### config.mk
export PLATFORM = sky130hd
export DESIGN_NAME = length_prefixed_argument_deframer_core
export DESIGN_NICKNAME = d
export VERILOG_FILES = /design/src/hw/rtl/lpad_pkg.sv /design/src/hw/rtl/lpad_parser.sv /design/src/hw/rtl/lpad_result_fifo.sv /design/src/hw/rtl/length_prefixed_argument_deframer_core.sv
export SDC_FILE = /design/constraint.sdc
export NUM_CORES = 1
export LEC_CHECK = 0
export BUFFER_PORTS_ARGS = -buffer_cell sky130_fd_sc_hd__buf_2
export CAP_MARGIN = 5
export CORE_ASPECT_RATIO = 1.1
export CORE_MARGIN = 2
export CORE_UTILIZATION = 30
export CTS_CLUSTER_SIZE = 8
export DETAILED_ROUTE_END_ITERATION = 10
export PLACE_DENSITY = 0.55
export SETUP_SLACK_MARGIN = 0.05
export SLEW_MARGIN = 0
export SYNTH_ARGS = -nofsm -noshare
export SYNTH_HDL_FRONTEND = slang
export SYNTH_SLANG_ARGS = --single-unit
### constraint.sdc
create_clock -name clk -period 5.2 [get_ports clk]
set_clock_uncertainty 0.1 [all_clocks]
set_input_delay 1.04 -clock clk [delete_from_list [all_inputs] [get_ports clk]]
set_output_delay 1.04 -clock clk [all_outputs]
set_load 0.01 [all_outputs]
### src/hw/rtl/lpad_pkg.sv
// Shared types and constants for the length-prefixed argument deframer.
// No dependencies; used by lpad_parser, lpad_result_fifo and the core top level.
package lpad_pkg;

    // Default build parameters
    localparam int MAX_ARGS_DEF  = 64;
    localparam int LEN_WIDTH_DEF = 16;

    // Result queue depth (beats)
    localparam int FIFO_DEPTH = 4;

    // Register reset value
    localparam logic [15:0] MAX_ARG_LENGTH_RST = 16'hFFFF;

    // Character codes
    localparam logic [7:0] CHAR_ZERO = 8'h30;
    localparam logic [7:0] CHAR_NINE = 8'h39;
    localparam logic [7:0] CHAR_LF   = 8'h0A;

    // Input command codes
    localparam logic CMD_BYTE = 1'b0;
    localparam logic CMD_END  = 1'b1;

    // Parser phase, one-hot
    typedef enum logic [3:0] {
        PH_HEAD    = 4'b0001,
        PH_DIGITS  = 4'b0010,
        PH_PAYLOAD = 4'b0100,
        PH_DROP    = 4'b1000
    } phase_t;

    // Result kind
    typedef enum logic [1:0] {
        KIND_PAYLOAD = 2'd0,
        KIND_ARG_END = 2'd1,
        KIND_STATUS  = 2'd2
    } kind_t;

    // Packet status codes
    typedef enum logic [2:0] {
        ST_OK         = 3'd0,
        ST_NOT_DIGIT  = 3'd1,
        ST_NO_NEWLINE = 3'd2,
        ST_TRUNCATED  = 3'd3,
        ST_NO_FIRST   = 3'd4,
        ST_TOO_LONG   = 3'd5,
        ST_TOO_MANY   = 3'd6
    } status_t;

    // One output beat
    typedef struct packed {
        kind_t       kind;
        logic [7:0]  data_out;
        logic [5:0]  arg_index;
        status_t     status;
        logic [6:0]  arg_count;
        logic        last;
    } result_t;

    // Up to two beats produced by one input beat
    typedef struct packed {
        logic [1:0]  num;
        result_t     r0;
        result_t     r1;
    } push_t;

endpackage

### src/hw/rtl/lpad_parser.sv
// Per-byte parser state and step logic of the deframer.
// Depends on lpad_pkg; feeds lpad_result_fifo with up to two beats per input.
module lpad_parser #(
    parameter int MAX_ARGS  = lpad_pkg::MAX_ARGS_DEF,
    parameter int LEN_WIDTH = lpad_pkg::LEN_WIDTH_DEF
) (
    input  logic                clk,
    input  logic                rst_n,
    input  logic                in_valid,
    input  logic                command,
    input  logic [7:0]          data_in,
    input  logic [15:0]         max_len,
    output lpad_pkg::push_t     push
);

    localparam int ARGW = $clog2(MAX_ARGS + 1);
    localparam int NW   = LEN_WIDTH + 4;
    localparam int CW   = (NW > 16) ? NW : 16;

    lpad_pkg::phase_t    phase_reg, phase_next;
    logic [LEN_WIDTH-1:0] len_reg, len_next;
    logic [ARGW-1:0]     args_reg, args_next;
    logic                first_empty_reg, first_empty_next;
    lpad_pkg::status_t   err_reg, err_next;

    logic                is_digit;
    logic [7:0]          digit_off;
    logic [LEN_WIDTH-1:0] len_base;
    logic [NW-1:0]       base_ext;
    logic [NW-1:0]       len_acc;
    logic                too_long;
    logic [ARGW+6:0]     args_ext;
    lpad_pkg::status_t   end_status;

    // Digit decode and length accumulate: len * 10 + digit
    assign is_digit  = (data_in >= lpad_pkg::CHAR_ZERO) && (data_in <= lpad_pkg::CHAR_NINE);
    assign digit_off = data_in - lpad_pkg::CHAR_ZERO;
    assign len_base  = (phase_reg == lpad_pkg::PH_HEAD) ? '0 : len_reg;
    assign base_ext  = NW'(len_base);
    assign len_acc   = (base_ext << 3) + (base_ext << 1) + NW'(digit_off[3:0]);
    assign too_long  = (len_acc[NW-1:LEN_WIDTH] != '0) || (CW'(len_acc) > CW'(max_len));

    // Argument count widened so the output fields can be cut from it
    assign args_ext = {7'b0, args_reg};

    // Status reported by an end command
    always_comb
    begin
        end_status = err_reg;
        if (err_reg == lpad_pkg::ST_OK)
        begin
            if (phase_reg == lpad_pkg::PH_DIGITS)
                end_status = lpad_pkg::ST_NO_NEWLINE;
            else if (phase_reg == lpad_pkg::PH_PAYLOAD)
                end_status = lpad_pkg::ST_TRUNCATED;
            else if ((args_reg == '0) || first_empty_reg)
                end_status = lpad_pkg::ST_NO_FIRST;
        end
    end

    // Step logic for one accepted beat
    always_comb
    begin
        phase_next       = phase_reg;
        len_next         = len_reg;
        args_next        = args_reg;
        first_empty_next = first_empty_reg;
        err_next         = err_reg;
        push             = '0;

        if (in_valid)
        begin
            if (command == lpad_pkg::CMD_END)
            begin
                push.num          = 2'd1;
                push.r0.kind      = lpad_pkg::KIND_STATUS;
                push.r0.status    = end_status;
                push.r0.arg_count = args_ext[6:0];
                push.r0.last      = 1'b1;
                phase_next        = lpad_pkg::PH_HEAD;
                len_next          = '0;
                args_next         = '0;
                first_empty_next  = 1'b0;
                err_next          = lpad_pkg::ST_OK;
            end
            else
            begin
                case (phase_reg)
                    lpad_pkg::PH_HEAD:
                    begin
                        if (!is_digit)
                        begin
                            err_next   = lpad_pkg::ST_NOT_DIGIT;
                            phase_next = lpad_pkg::PH_DROP;
                        end
                        else if (args_reg >= ARGW'(MAX_ARGS))
                        begin
                            err_next   = lpad_pkg::ST_TOO_MANY;
                            phase_next = lpad_pkg::PH_DROP;
                        end
                        else if (too_long)
                        begin
                            err_next   = lpad_pkg::ST_TOO_LONG;
                            phase_next = lpad_pkg::PH_DROP;
                        end
                        else
                        begin
                            len_next   = len_acc[LEN_WIDTH-1:0];
                            phase_next = lpad_pkg::PH_DIGITS;
                        end
                    end
                    lpad_pkg::PH_DIGITS:
                    begin
                        if (is_digit)
                        begin
                            if (too_long)
                            begin
                                err_next   = lpad_pkg::ST_TOO_LONG;
                                phase_next = lpad_pkg::PH_DROP;
                            end
                            else
                                len_next = len_acc[LEN_WIDTH-1:0];
                        end
                        else if (data_in != lpad_pkg::CHAR_LF)
                        begin
                            err_next   = lpad_pkg::ST_NO_NEWLINE;
                            phase_next = lpad_pkg::PH_DROP;
                        end
                        else if (len_reg == '0)
                        begin
                            // empty argument: end marker right away
                            if (args_reg == '0)
                                first_empty_next = 1'b1;
                            push.num          = 2'd1;
                            push.r0.kind      = lpad_pkg::KIND_ARG_END;
                            push.r0.arg_index = args_ext[5:0];
                            push.r0.last      = 1'b1;
                            args_next         = args_reg + 1'b1;
                            phase_next        = lpad_pkg::PH_HEAD;
                        end
                        else
                            phase_next = lpad_pkg::PH_PAYLOAD;
                    end
                    lpad_pkg::PH_PAYLOAD:
                    begin
                        len_next          = len_reg - 1'b1;
                        push.r0.kind      = lpad_pkg::KIND_PAYLOAD;
                        push.r0.data_out  = data_in;
                        push.r0.arg_index = args_ext[5:0];
                        if (len_reg == LEN_WIDTH'(1))
                        begin
                            // final payload byte, then end marker
                            push.num          = 2'd2;
                            push.r0.last      = 1'b0;
                            push.r1.kind      = lpad_pkg::KIND_ARG_END;
                            push.r1.arg_index = args_ext[5:0];
                            push.r1.last      = 1'b1;
                            args_next         = args_reg + 1'b1;
                            phase_next        = lpad_pkg::PH_HEAD;
                        end
                        else
                        begin
                            push.num     = 2'd1;
                            push.r0.last = 1'b1;
                        end
                    end
                    default:
                    begin
                        // dropping after an error
                    end
                endcase
            end
        end
    end

    // State registers
    always_ff @(posedge clk or negedge rst_n)
    begin
        if (!rst_n)
        begin
            phase_reg       <= lpad_pkg::PH_HEAD;
            len_reg         <= '0;
            args_reg        <= '0;
            first_empty_reg <= 1'b0;
            err_reg         <= lpad_pkg::ST_OK;
        end
        else
        begin
            phase_reg       <= phase_next;
            len_reg         <= len_next;
            args_reg        <= args_next;
            first_empty_reg <= first_empty_next;
            err_reg         <= err_next;
        end
    end

`ifndef ASSERT_OFF
    // payload phase always has bytes left to take
    a_payload_len: assert property (@(posedge clk) disable iff (!rst_n)
        (phase_reg == lpad_pkg::PH_PAYLOAD) |-> (len_reg != '0))
        else $error("payload phase with zero remaining length");

    // argument count never passes the limit
    a_args_bound: assert property (@(posedge clk) disable iff (!rst_n)
        args_reg <= ARGW'(MAX_ARGS))
        else $error("argument count above limit");

    // an error code is only held while dropping
    a_err_drop: assert property (@(posedge clk) disable iff (!rst_n)
        (err_reg != lpad_pkg::ST_OK) |-> (phase_reg == lpad_pkg::PH_DROP))
        else $error("error latched outside drop phase");
`endif

endmodule

### src/hw/rtl/lpad_result_fifo.sv
// Small result queue: takes up to two beats per cycle, emits one per cycle while out_ready is high.
// Depends on lpad_pkg; sits between lpad_parser and the master stream port.
module lpad_result_fifo (
    input  logic                clk,
    input  logic                rst_n,
    input  lpad_pkg::push_t     push,
    output logic                space,
    output logic                out_valid,
    input  logic                out_ready,
    output lpad_pkg::result_t   out_beat
);

    localparam int DEPTH = lpad_pkg::FIFO_DEPTH;
    localparam int PW    = $clog2(DEPTH);
    localparam int CNTW  = $clog2(DEPTH + 1);

    lpad_pkg::result_t mem_reg [DEPTH];
    logic [PW-1:0]     wr_ptr_reg, wr_ptr_next;
    logic [PW-1:0]     rd_ptr_reg, rd_ptr_next;
    logic [CNTW-1:0]   count_reg, count_next;
    logic [PW-1:0]     wr_ptr_inc;
    logic              pop;

    // Room for a two-beat push, independent of the downstream ready
    assign space     = (count_reg <= CNTW'(DEPTH - 2));
    assign out_valid = (count_reg != '0);
    assign out_beat  = mem_reg[rd_ptr_reg];
    assign pop       = out_valid && out_ready;
    assign wr_ptr_inc = wr_ptr_reg + 1'b1;

    // Pointer and fill update
    always_comb
    begin
        wr_ptr_next = wr_ptr_reg + PW'(push.num);
        rd_ptr_next = pop ? (rd_ptr_reg + 1'b1) : rd_ptr_reg;
        count_next  = count_reg + CNTW'(push.num) - CNTW'(pop);
    end

    // Storage writes
    always_ff @(posedge clk)
    begin
        if (push.num != 2'd0)
            mem_reg[wr_ptr_reg] <= push.r0;
        if (push.num == 2'd2)
            mem_reg[wr_ptr_inc] <= push.r1;
    end

    always_ff @(posedge clk or negedge rst_n)
    begin
        if (!rst_n)
        begin
            wr_ptr_reg <= '0;
            rd_ptr_reg <= '0;
            count_reg  <= '0;
        end
        else
        begin
            wr_ptr_reg <= wr_ptr_next;
            rd_ptr_reg <= rd_ptr_next;
            count_reg  <= count_next;
        end
    end

`ifndef ASSERT_OFF
    // pushes only arrive when a two-beat push fits
    a_no_overflow: assert property (@(posedge clk) disable iff (!rst_n)
        (push.num != 2'd0) |-> space)
        else $error("result queue push without room");

    // a pop with no push shrinks the fill by one
    a_pop_count: assert property (@(posedge clk) disable iff (!rst_n)
        (pop && (push.num == 2'd0)) |=> (count_reg == $past(count_reg) - 1'b1))
        else $error("result queue fill count mismatch");
`endif

endmodule

### src/hw/rtl/length_prefixed_argument_deframer_core.sv
// Top level of the length-prefixed argument deframer: stream ports and limit register.
// Depends on lpad_pkg, lpad_parser and lpad_result_fifo.

// Takes one packet byte or end command per cycle on the slave stream. Each
// byte is parsed combinationally and its results (none, one, or two beats)
// land in a four-beat result queue that drives the master stream, so the
// first result appears in the cycle after the input beat. s_tready drops only
// while the queue holds more than two beats, which happens only when the
// downstream stalls: two-beat items (final payload byte plus argument-end
// marker) are at least three input beats apart, so with m_tready held high
// the queue never passes two beats and the sustained rate is one input beat
// per cycle. m_tuser carries the result kind; on an error status the
// consumer discards the packet's payload beats.
module length_prefixed_argument_deframer_core #(
    parameter int MAX_ARGS  = lpad_pkg::MAX_ARGS_DEF,
    parameter int LEN_WIDTH = lpad_pkg::LEN_WIDTH_DEF
) (
    input  logic        clk,
    input  logic        rst_n,
    // limit register
    input  logic        cfg_we,
    input  logic [15:0] cfg_wdata,   // max_arg_length
    // input stream
    input  logic        s_tvalid,
    output logic        s_tready,
    input  logic [7:0]  s_tdata,     // [7:0] data_in
    input  logic        s_tuser,     // [0] command
    // result stream
    output logic        m_tvalid,
    input  logic        m_tready,
    output logic [23:0] m_tdata,     // [7:0] data_out, [13:8] arg_index,
                                     // [16:14] status, [23:17] arg_count
    output logic [1:0]  m_tuser,     // [1:0] kind
    output logic        m_tlast      // last
);

    logic [15:0]        max_len_reg;
    logic               in_valid;
    lpad_pkg::push_t    push;
    lpad_pkg::result_t  out_beat;

    // Limit register
    always_ff @(posedge clk or negedge rst_n)
    begin
        if (!rst_n)
            max_len_reg <= lpad_pkg::MAX_ARG_LENGTH_RST;
        else if (cfg_we)
            max_len_reg <= cfg_wdata;
    end

    assign in_valid = s_tvalid && s_tready;

    lpad_parser #(
        .MAX_ARGS  (MAX_ARGS),
        .LEN_WIDTH (LEN_WIDTH)
    ) u_parser (
        .clk      (clk),
        .rst_n    (rst_n),
        .in_valid (in_valid),
        .command  (s_tuser),
        .data_in  (s_tdata),
        .max_len  (max_len_reg),
        .push     (push)
    );

    lpad_result_fifo u_fifo (
        .clk       (clk),
        .rst_n     (rst_n),
        .push      (push),
        .space     (s_tready),
        .out_valid (m_tvalid),
        .out_ready (m_tready),
        .out_beat  (out_beat)
    );

    // Result beat packing
    assign m_tdata = {out_beat.arg_count, out_beat.status, out_beat.arg_index,
                      out_beat.data_out};
    assign m_tuser = out_beat.kind;
    assign m_tlast = out_beat.last;

endmodule

=== Word-level counts from Yosys, hierarchy flattened ===
Memories as Yosys holds them, arrays and structs flattened.
Index checks and enable logic that the tools add are counted.
Widths: inputs -> output; s select.

* Equality and inequality tests: 17
* Mux-type cells: 75
* Reduce and logical (&&, ||, !) cells: 22
* Order comparisons: 5
* Add/sub/neg operators: 10

{| class="wikitable"
|+ Operators by type and width
! cell !! count
|-
| $mux 16 || 6
|-
| $pmux 16 s3 || 1
|-
| $mux 4 || 11
|-
| $mux 6 || 7
|-
| $mux 3 || 12
|-
| $mux 7 || 5
|-
| $mux 31 || 1
|-
| $add 19x17->20 || 1
|-
| $add 20x4->20 || 1
|-
| $gt 20x16->1 || 1
|-
| $mux 1 || 20
|-
| $eq 16x1->1 const B || 1
|-
| $logic_not 16->1 || 1
|-
| $sub 16x1->16 const B || 1
|-
| $ne 3x3->1 const B || 5
|-
| $mux 14 || 1
|-
| $pmux 7 s2 || 1
|-
| $pmux 4 s3 || 1
|-
| $pmux 6 s2 || 1
|-
| $reduce_and 6->1 || 2
|-
| $mux 10 || 1
|-
| $reduce_bool 3->1 || 3
|-
| $ge 8x6->1 const B || 1
|-
| $le 8x6->1 const B || 1
|-
| 31 further kinds || 43
|}

* Memories kept: 1
* Register bits: 54
* Word-level logic and storage cells: 139
* Output and inout port bits: 29
* Memory bits (writable): 108
* Input port bits: 30

{| class="wikitable"
|+ Memories
! name !! depth !! bits a word !! read ports !! clocked after memory_dff !! wr ports !! RTL line !! text
|-
| u_fifo.mem_reg || 4 || 27 || 1 || 0 || 2 || lpad_result_fifo.sv:17 || <nowiki>lpad_pkg::result_t mem_reg [DEPTH];</nowiki>
|}

=== Logic depth before layout (Yosys ltp) ===
* Word-level depth: 11
* Depth in mapped cells: 24

=== Cells and area by module ===
From an unflattened synthesis, not the netlist that was laid out.

* Cells, all modules: 829
* Area total of the unflattened synthesis: 10274.9 um^2

{| class="wikitable"
|+ By module, submodules not included
! module !! sequential area each (um^2) !! cells an instance !! area an instance (um^2) !! instances
|-
| lpad_result_fifo || 3418.3 || 305 || 5676.7 || 1
|-
| lpad_parser || 777.0 || 489 || 3922.5 || 1
|-
| length_prefixed_argument_deframer_core || 420.4 || 35 || 675.6 || 1
|}

=== Worst setup path after synthesis ===
OpenSTA, ideal clock, no wires.

* Kind: flip-flop to flip-flop
* Start: register u_parser.phase_reg[3]
* End: register u_parser.len_reg[0]
* Period minus slack after synthesis: 5.743 ns
* Slack: -0.543 ns
* Stages on the path, launching flop included: 24
* Data arrival time: 5.540 ns
* Path buffers: 2
* Cell sequence: dfrtp_1 nor2_1 nand3b_1 clkbuf_1 and2_1 ha_1 ha_1 a21o_1 a31o_2 o2111ai_1 a21boi_0 o21a_1 or3_1 and2_1 ha_1 a21oi_1 o21ai_0 a2111oi_0 a31oi_1 a211o_1 or3_1 buf_6 and3_4 o41ai_2

* Longest elaborated chain between the ends: 11
* Elaborated cells on any way between the ends: 20

{| class="wikitable"
|+ Ends and longest elaborated chain
! what !! RTL line !! text
|-
| from (decl) || lpad_parser.sv:20 || <nowiki>lpad_pkg::phase_t phase_reg, phase_next;</nowiki>
|-
| from (signal assigned) || lpad_parser.sv:181 || <nowiki>phase_reg <= lpad_pkg::PH_HEAD;</nowiki>
|-
| from (signal assigned) || lpad_parser.sv:189 || <nowiki>phase_reg <= phase_next;</nowiki>
|-
| $eq 4x1->1 || lpad_parser.sv:38, lpad_parser.sv:88 ||
|-
| $mux 16 || lpad_parser.sv:38 || <nowiki>assign len_base = (phase_reg == lpad_pkg::PH_HEAD) ? '0 : len_reg;</nowiki>
|-
| $add 19x17->20 || lpad_parser.sv:40 || <nowiki>assign len_acc = (base_ext << 3) + (base_ext << 1) + NW'(digit_off[3:0]);</nowiki>
|-
| $add 20x4->20 || lpad_parser.sv:40 ||
|-
| $gt 20x16->1 / $reduce_bool 4->1 (equally long branches) || lpad_parser.sv:41 || <nowiki>assign too_long = (len_acc[NW-1:LEN_WIDTH] != '0) || (CW'(len_acc) > CW'(max_len));</nowiki>
|-
| $logic_or 1x1->1 || lpad_parser.sv:41 ||
|-
| $mux 16 (3 in series) || n/a ||
|-
| $pmux 16 s3 || lpad_parser.sv:88 || <nowiki>case (phase_reg)</nowiki>
|-
| $mux 16 || lpad_parser.sv:73 || <nowiki>if (command == lpad_pkg::CMD_END)</nowiki>
|-
| to (signal assigned) || lpad_parser.sv:190 || <nowiki>len_reg <= len_next;</nowiki>
|-
| to (decl) || lpad_parser.sv:21 || <nowiki>logic [LEN_WIDTH-1:0] len_reg, len_next;</nowiki>
|}

Parallel ways exist; a longest one is shown, timed or not. The select of a mux whose other input is x is not followed.
A chain may end at the register's enable or synchronous reset.

=== Final worst setup path ===
* Start: register u_parser.phase_reg[3]
* End: register u_parser.err_reg[2]

* Longest elaborated chain between the ends: 11
* Elaborated cells on any way between the ends: 17

{| class="wikitable"
|+ Ends and longest elaborated chain
! what !! RTL line !! text
|-
| $eq 4x1->1 || lpad_parser.sv:38, lpad_parser.sv:88 ||
|-
| $mux 16 || lpad_parser.sv:38 ||
|-
| $add 19x17->20 || lpad_parser.sv:40 ||
|-
| $add 20x4->20 || lpad_parser.sv:40 ||
|-
| $gt 20x16->1 / $reduce_bool 4->1 (equally long branches) || lpad_parser.sv:41 ||
|-
| $logic_or 1x1->1 || lpad_parser.sv:41 ||
|-
| $mux 3 (3 in series) || n/a ||
|-
| $pmux 3 s2 || lpad_parser.sv:88 ||
|-
| $mux 3 || lpad_parser.sv:73 ||
|-
| to (signal assigned) || lpad_parser.sv:185 || <nowiki>err_reg <= lpad_pkg::ST_OK;</nowiki>
|-
| to (signal assigned) || lpad_parser.sv:193 || <nowiki>err_reg <= err_next;</nowiki>
|-
| to (decl) || lpad_parser.sv:24 || <nowiki>lpad_pkg::status_t err_reg, err_next;</nowiki>
|}

Parallel ways exist; a longest one is shown, timed or not.

==> results.json <==
{
  "grt_max_degree": 55,
  "p_leak_nw": 4.68,
  "syn_nets": 1083,
  "max-cap-violations": 0,
  "grt_pass1_wl_um": 40300,
  "ant_nets": 0,
  "h-tree-depth": 4,
  "maxSlewHeadroom_pct": 32.8,
  "async_flop_share_pct": 33.3,
  "num_rows": 66,
  "power_mw": 5.54,
  "core_region_area_sq_um": 29600,
  "drc": 0,
  "criticalPathCategory": "reg2reg",
  "die_w_um": 170,
  "final_common_cell": "nor2_1",
  "numCtsBuffers": 17,
  "cts_tree": "done",
  "power_switching_mw": 2.15,
  "synth.avg_cell_area_sq_um": 9.08,
  "slew_violations": 0,
  "synth_edf_count": 32,
  "areaGrowthSynthToFinish_pct": 24.5,
  "grt_pass1_vias": 7610,
  "swShare_pct": 38.9,
  "synthFlopType": "dfxtp_1",
  "max_freq_mhz": 201,
  "clock_latency_ns": 0.42,
  "nNetsFinal": 1199,
  "ys_types": 70,
  "comb_power_share_pct": 46.8,
  "syn-cell-area_sq_um": 9050,
  "drt-total-wl_um": 25000,
  "critical_path_required_ns": 5.41,
  "track_usage_pct": 16.3,
  "hold_viol": 0,
  "place_ws_ns": -0.533,
  "outcome": "finished clean",
  "hpwlAfterDp_um": 17600,
  "syn_inst": 996,
  "ios": 59,
  "vias": 7622,
  "critPathLaunchType": "flip-flop",
  "yosys_warnings": 0,
  "ir_worst_vdd_mv": 0.244,
  "busiest_layer": "met2",
  "seqPwrFrac_pct": 30.8,
  "dr.pass1.iters": 7,
  "holdBufCountCts": 0,
  "timing.final.ws_setup_ns": 0.221,
  "routabilityCongestion": 0.838,
  "drt_iter0_drc": 571,
  "root_buffer": "clkbuf_16",
  "synth_seq_cells": 162,
  "start_util_pct": 30.5,
  "finalSetupViolCount": 0,
  "clock_path_buffers": 2,
  "num_antenna_cells": 0,
  "layout_common_cells": "162 x nor2_1, 85 x buf_4, 83 x nand2_1, 79 x a21oi_1, 79 x o21ai_0",
  "clkPwrFrac_pct": 22.3,
  "routedWlPerCell_um": 16.7,
  "port-buffer-count": 58,
  "worst_pin_slew_ns": 1.00,
  "dieHeight_um": 186,
  "dieArea_sq_um": 31600,
  "powerDensity_nw_per_um2": 492,
  "via_per_inst": 5.08,
  "critical_path_arrival_ns": 5.19,
  "cp_max_fo": 8,
  "grt-ovfl-total": 0,
  "end_kind": "flip-flop",
  "grt_setup_unrepaired": "yes",
  "grt_util_met2_pct": 29.2,
  "period_minus_slack_ns": 4.98,
  "hp-class": "reg2reg",
  "clk_pin_slew_ns": 0.06,
  "period_share_pct": 95.8,
  "timing.hold.ws_ns": 0.375,
  "grt_util_met3_pct": 2.54,
  "antenna_found_initial": 1,
  "largest_reg_flops": 108,
  "cellInternalPower_mw": 3.38,
  "clkSinkCount": 162,
  "layout-drive-gt1-share_pct": 26.5,
  "grtUsageMet1_pct": 20.2,
  "seq_area_frac_synth_pct": 42.6
}
cell usage after synthesis (3+ instances only):
master      n  area share (%)
dfrtp_1    37              10
xnor2_1    13             1.3
ha_1       55             7.6
nor3_1     19             1.1
nor2b_1     8            0.55
clkbuf_1   42             1.7
buf_1       3            0.12
nor2_1    165             6.8
nand3_1    34             1.9
o21ai_0    98             5.4
nor4b_1     3            0.29
buf_2       3            0.17
nand3b_1    3            0.25
and2_1     21             1.5
a21o_1      7            0.58
and4_1      6            0.58
dfxtp_1    76              17
mux2i_1     5            0.55
o31ai_1     4            0.33
nand2_1    84             3.5
a211oi_1    5            0.41
xor2_1      9            0.87
nand4_1    10            0.69
o21a_1     10            0.83
or3_1       8            0.55
edfxtp_1   32              11
and3_1     11            0.76
o21bai_1    3            0.25
o41ai_1     3            0.29
a21oi_1    84             4.6
nor4_1      7            0.48
mux4_2     27             6.7
dfstp_2    17             4.9
a31oi_1     4            0.28
inv_1      35             1.5
layout make-up:
type | instances | area [sq um]
Clock buffer | 18 | 429
Clock inverter | 14 | 141
Tap cell | 374 | 468
Sequential cell | 162 | 3860
Inverter | 35 | 131
Multi-Input combinational cell | 750 | 5270
Timing Repair Buffer | 146 | 962
Fill cell | 2991 | 18400
final timing paths:
path,start,end,slack [ns],cells past startpoint
setup / recovery,u_parser.phase_reg[3],u_parser.err_reg[2],0.22,22
hold / removal,u_fifo.rd_ptr_reg[1],u_fifo.rd_ptr_reg[1],0.37,1
setup reg to reg,u_parser.phase_reg[3],u_parser.err_reg[2],0.22,22
hold reg to reg,u_fifo.rd_ptr_reg[1],u_fifo.rd_ptr_reg[1],0.37,1
max in group asynchronous,rst_n,u_fifo.rd_ptr_reg[0],3.79,2
min in group asynchronous,rst_n,u_parser.len_reg[5],0.67,2
kinds of logic (layout without fill, tap and decap cells):
family / count (synthesis) / after routing / share of synthesized area [%]
buffers and inverters: 84 / 213 / 3.61
multiplexers: 34 / 34 / 7.52
AO/OA/AOI/OAI: 244 / 244 / 15.9
AND/OR/NAND/NOR: 393 / 393 / 20.2
adder cells (fa/ha/maj): 57 / 57 / 8.05
XOR/XNOR: 22 / 22 / 2.13
flip-flops: 162 / 162 / 42.6
worst max-delay path, cell delays in order (launching register included):
cell       delay, ns
dfrtp_1         0.39
nor2_2          0.16
nand3b_1        0.11
buf_6           0.16
and2_4          0.16
ha_1            0.27
ha_2            0.20
fa_2            0.34
a21o_1          0.21
a221oi_4        0.30
buf_6           0.15
o21bai_1        0.07
a211oi_2        0.22
nor2_2          0.09
ha_1            0.29
nand2_1         0.06
nor2_1          0.05
a2111oi_2       0.27
a31oi_1         0.16
a211o_1         0.32
or3_4           0.42
o21a_1          0.21
o21a_1          0.16
power by group through the flow:
stage               combinational (mW)  clock [mW]  sequential [mW]
finish                            2.59        1.24             1.71
global route                      2.85        1.33             1.74
CTS                               2.48        1.27             1.71
detailed placement                2.31           0             1.73
global placement                  2.28           0             1.72
floorplan                         1.57           0             1.61
per-stage QoR:
stage                     util [%]  setup TNS (ns)  cells  instance area, sq um
after floorplan                  -               0    996                  9170
after global placement        34.7           -7.51   1455                 10300
after detailed placement      34.7           -7.60   1455                 10300
after CTS                     37.4           -1.42   1492                 11100
after global routing          38.0          -0.544   1499                 11300
final                         38.0               0   1499                 11300
per-layer routing:
layer,share of wire (%),up-vias,routed length [um]
met2,50,137,12600
met1,45,3669,11200
met4,2.3,2,570
met3,2.7,27,668
met5,0.064,-,16
li1,-,3787,-
what timing repair did:
item                                    CTS  global route
endpoints found under the setup margin   21            21
gates cloned                              1             0
gates resized for setup                  56            23
setup buffers                             4             7
pin swaps                                40            28
(Power assumes the default switching activity.)
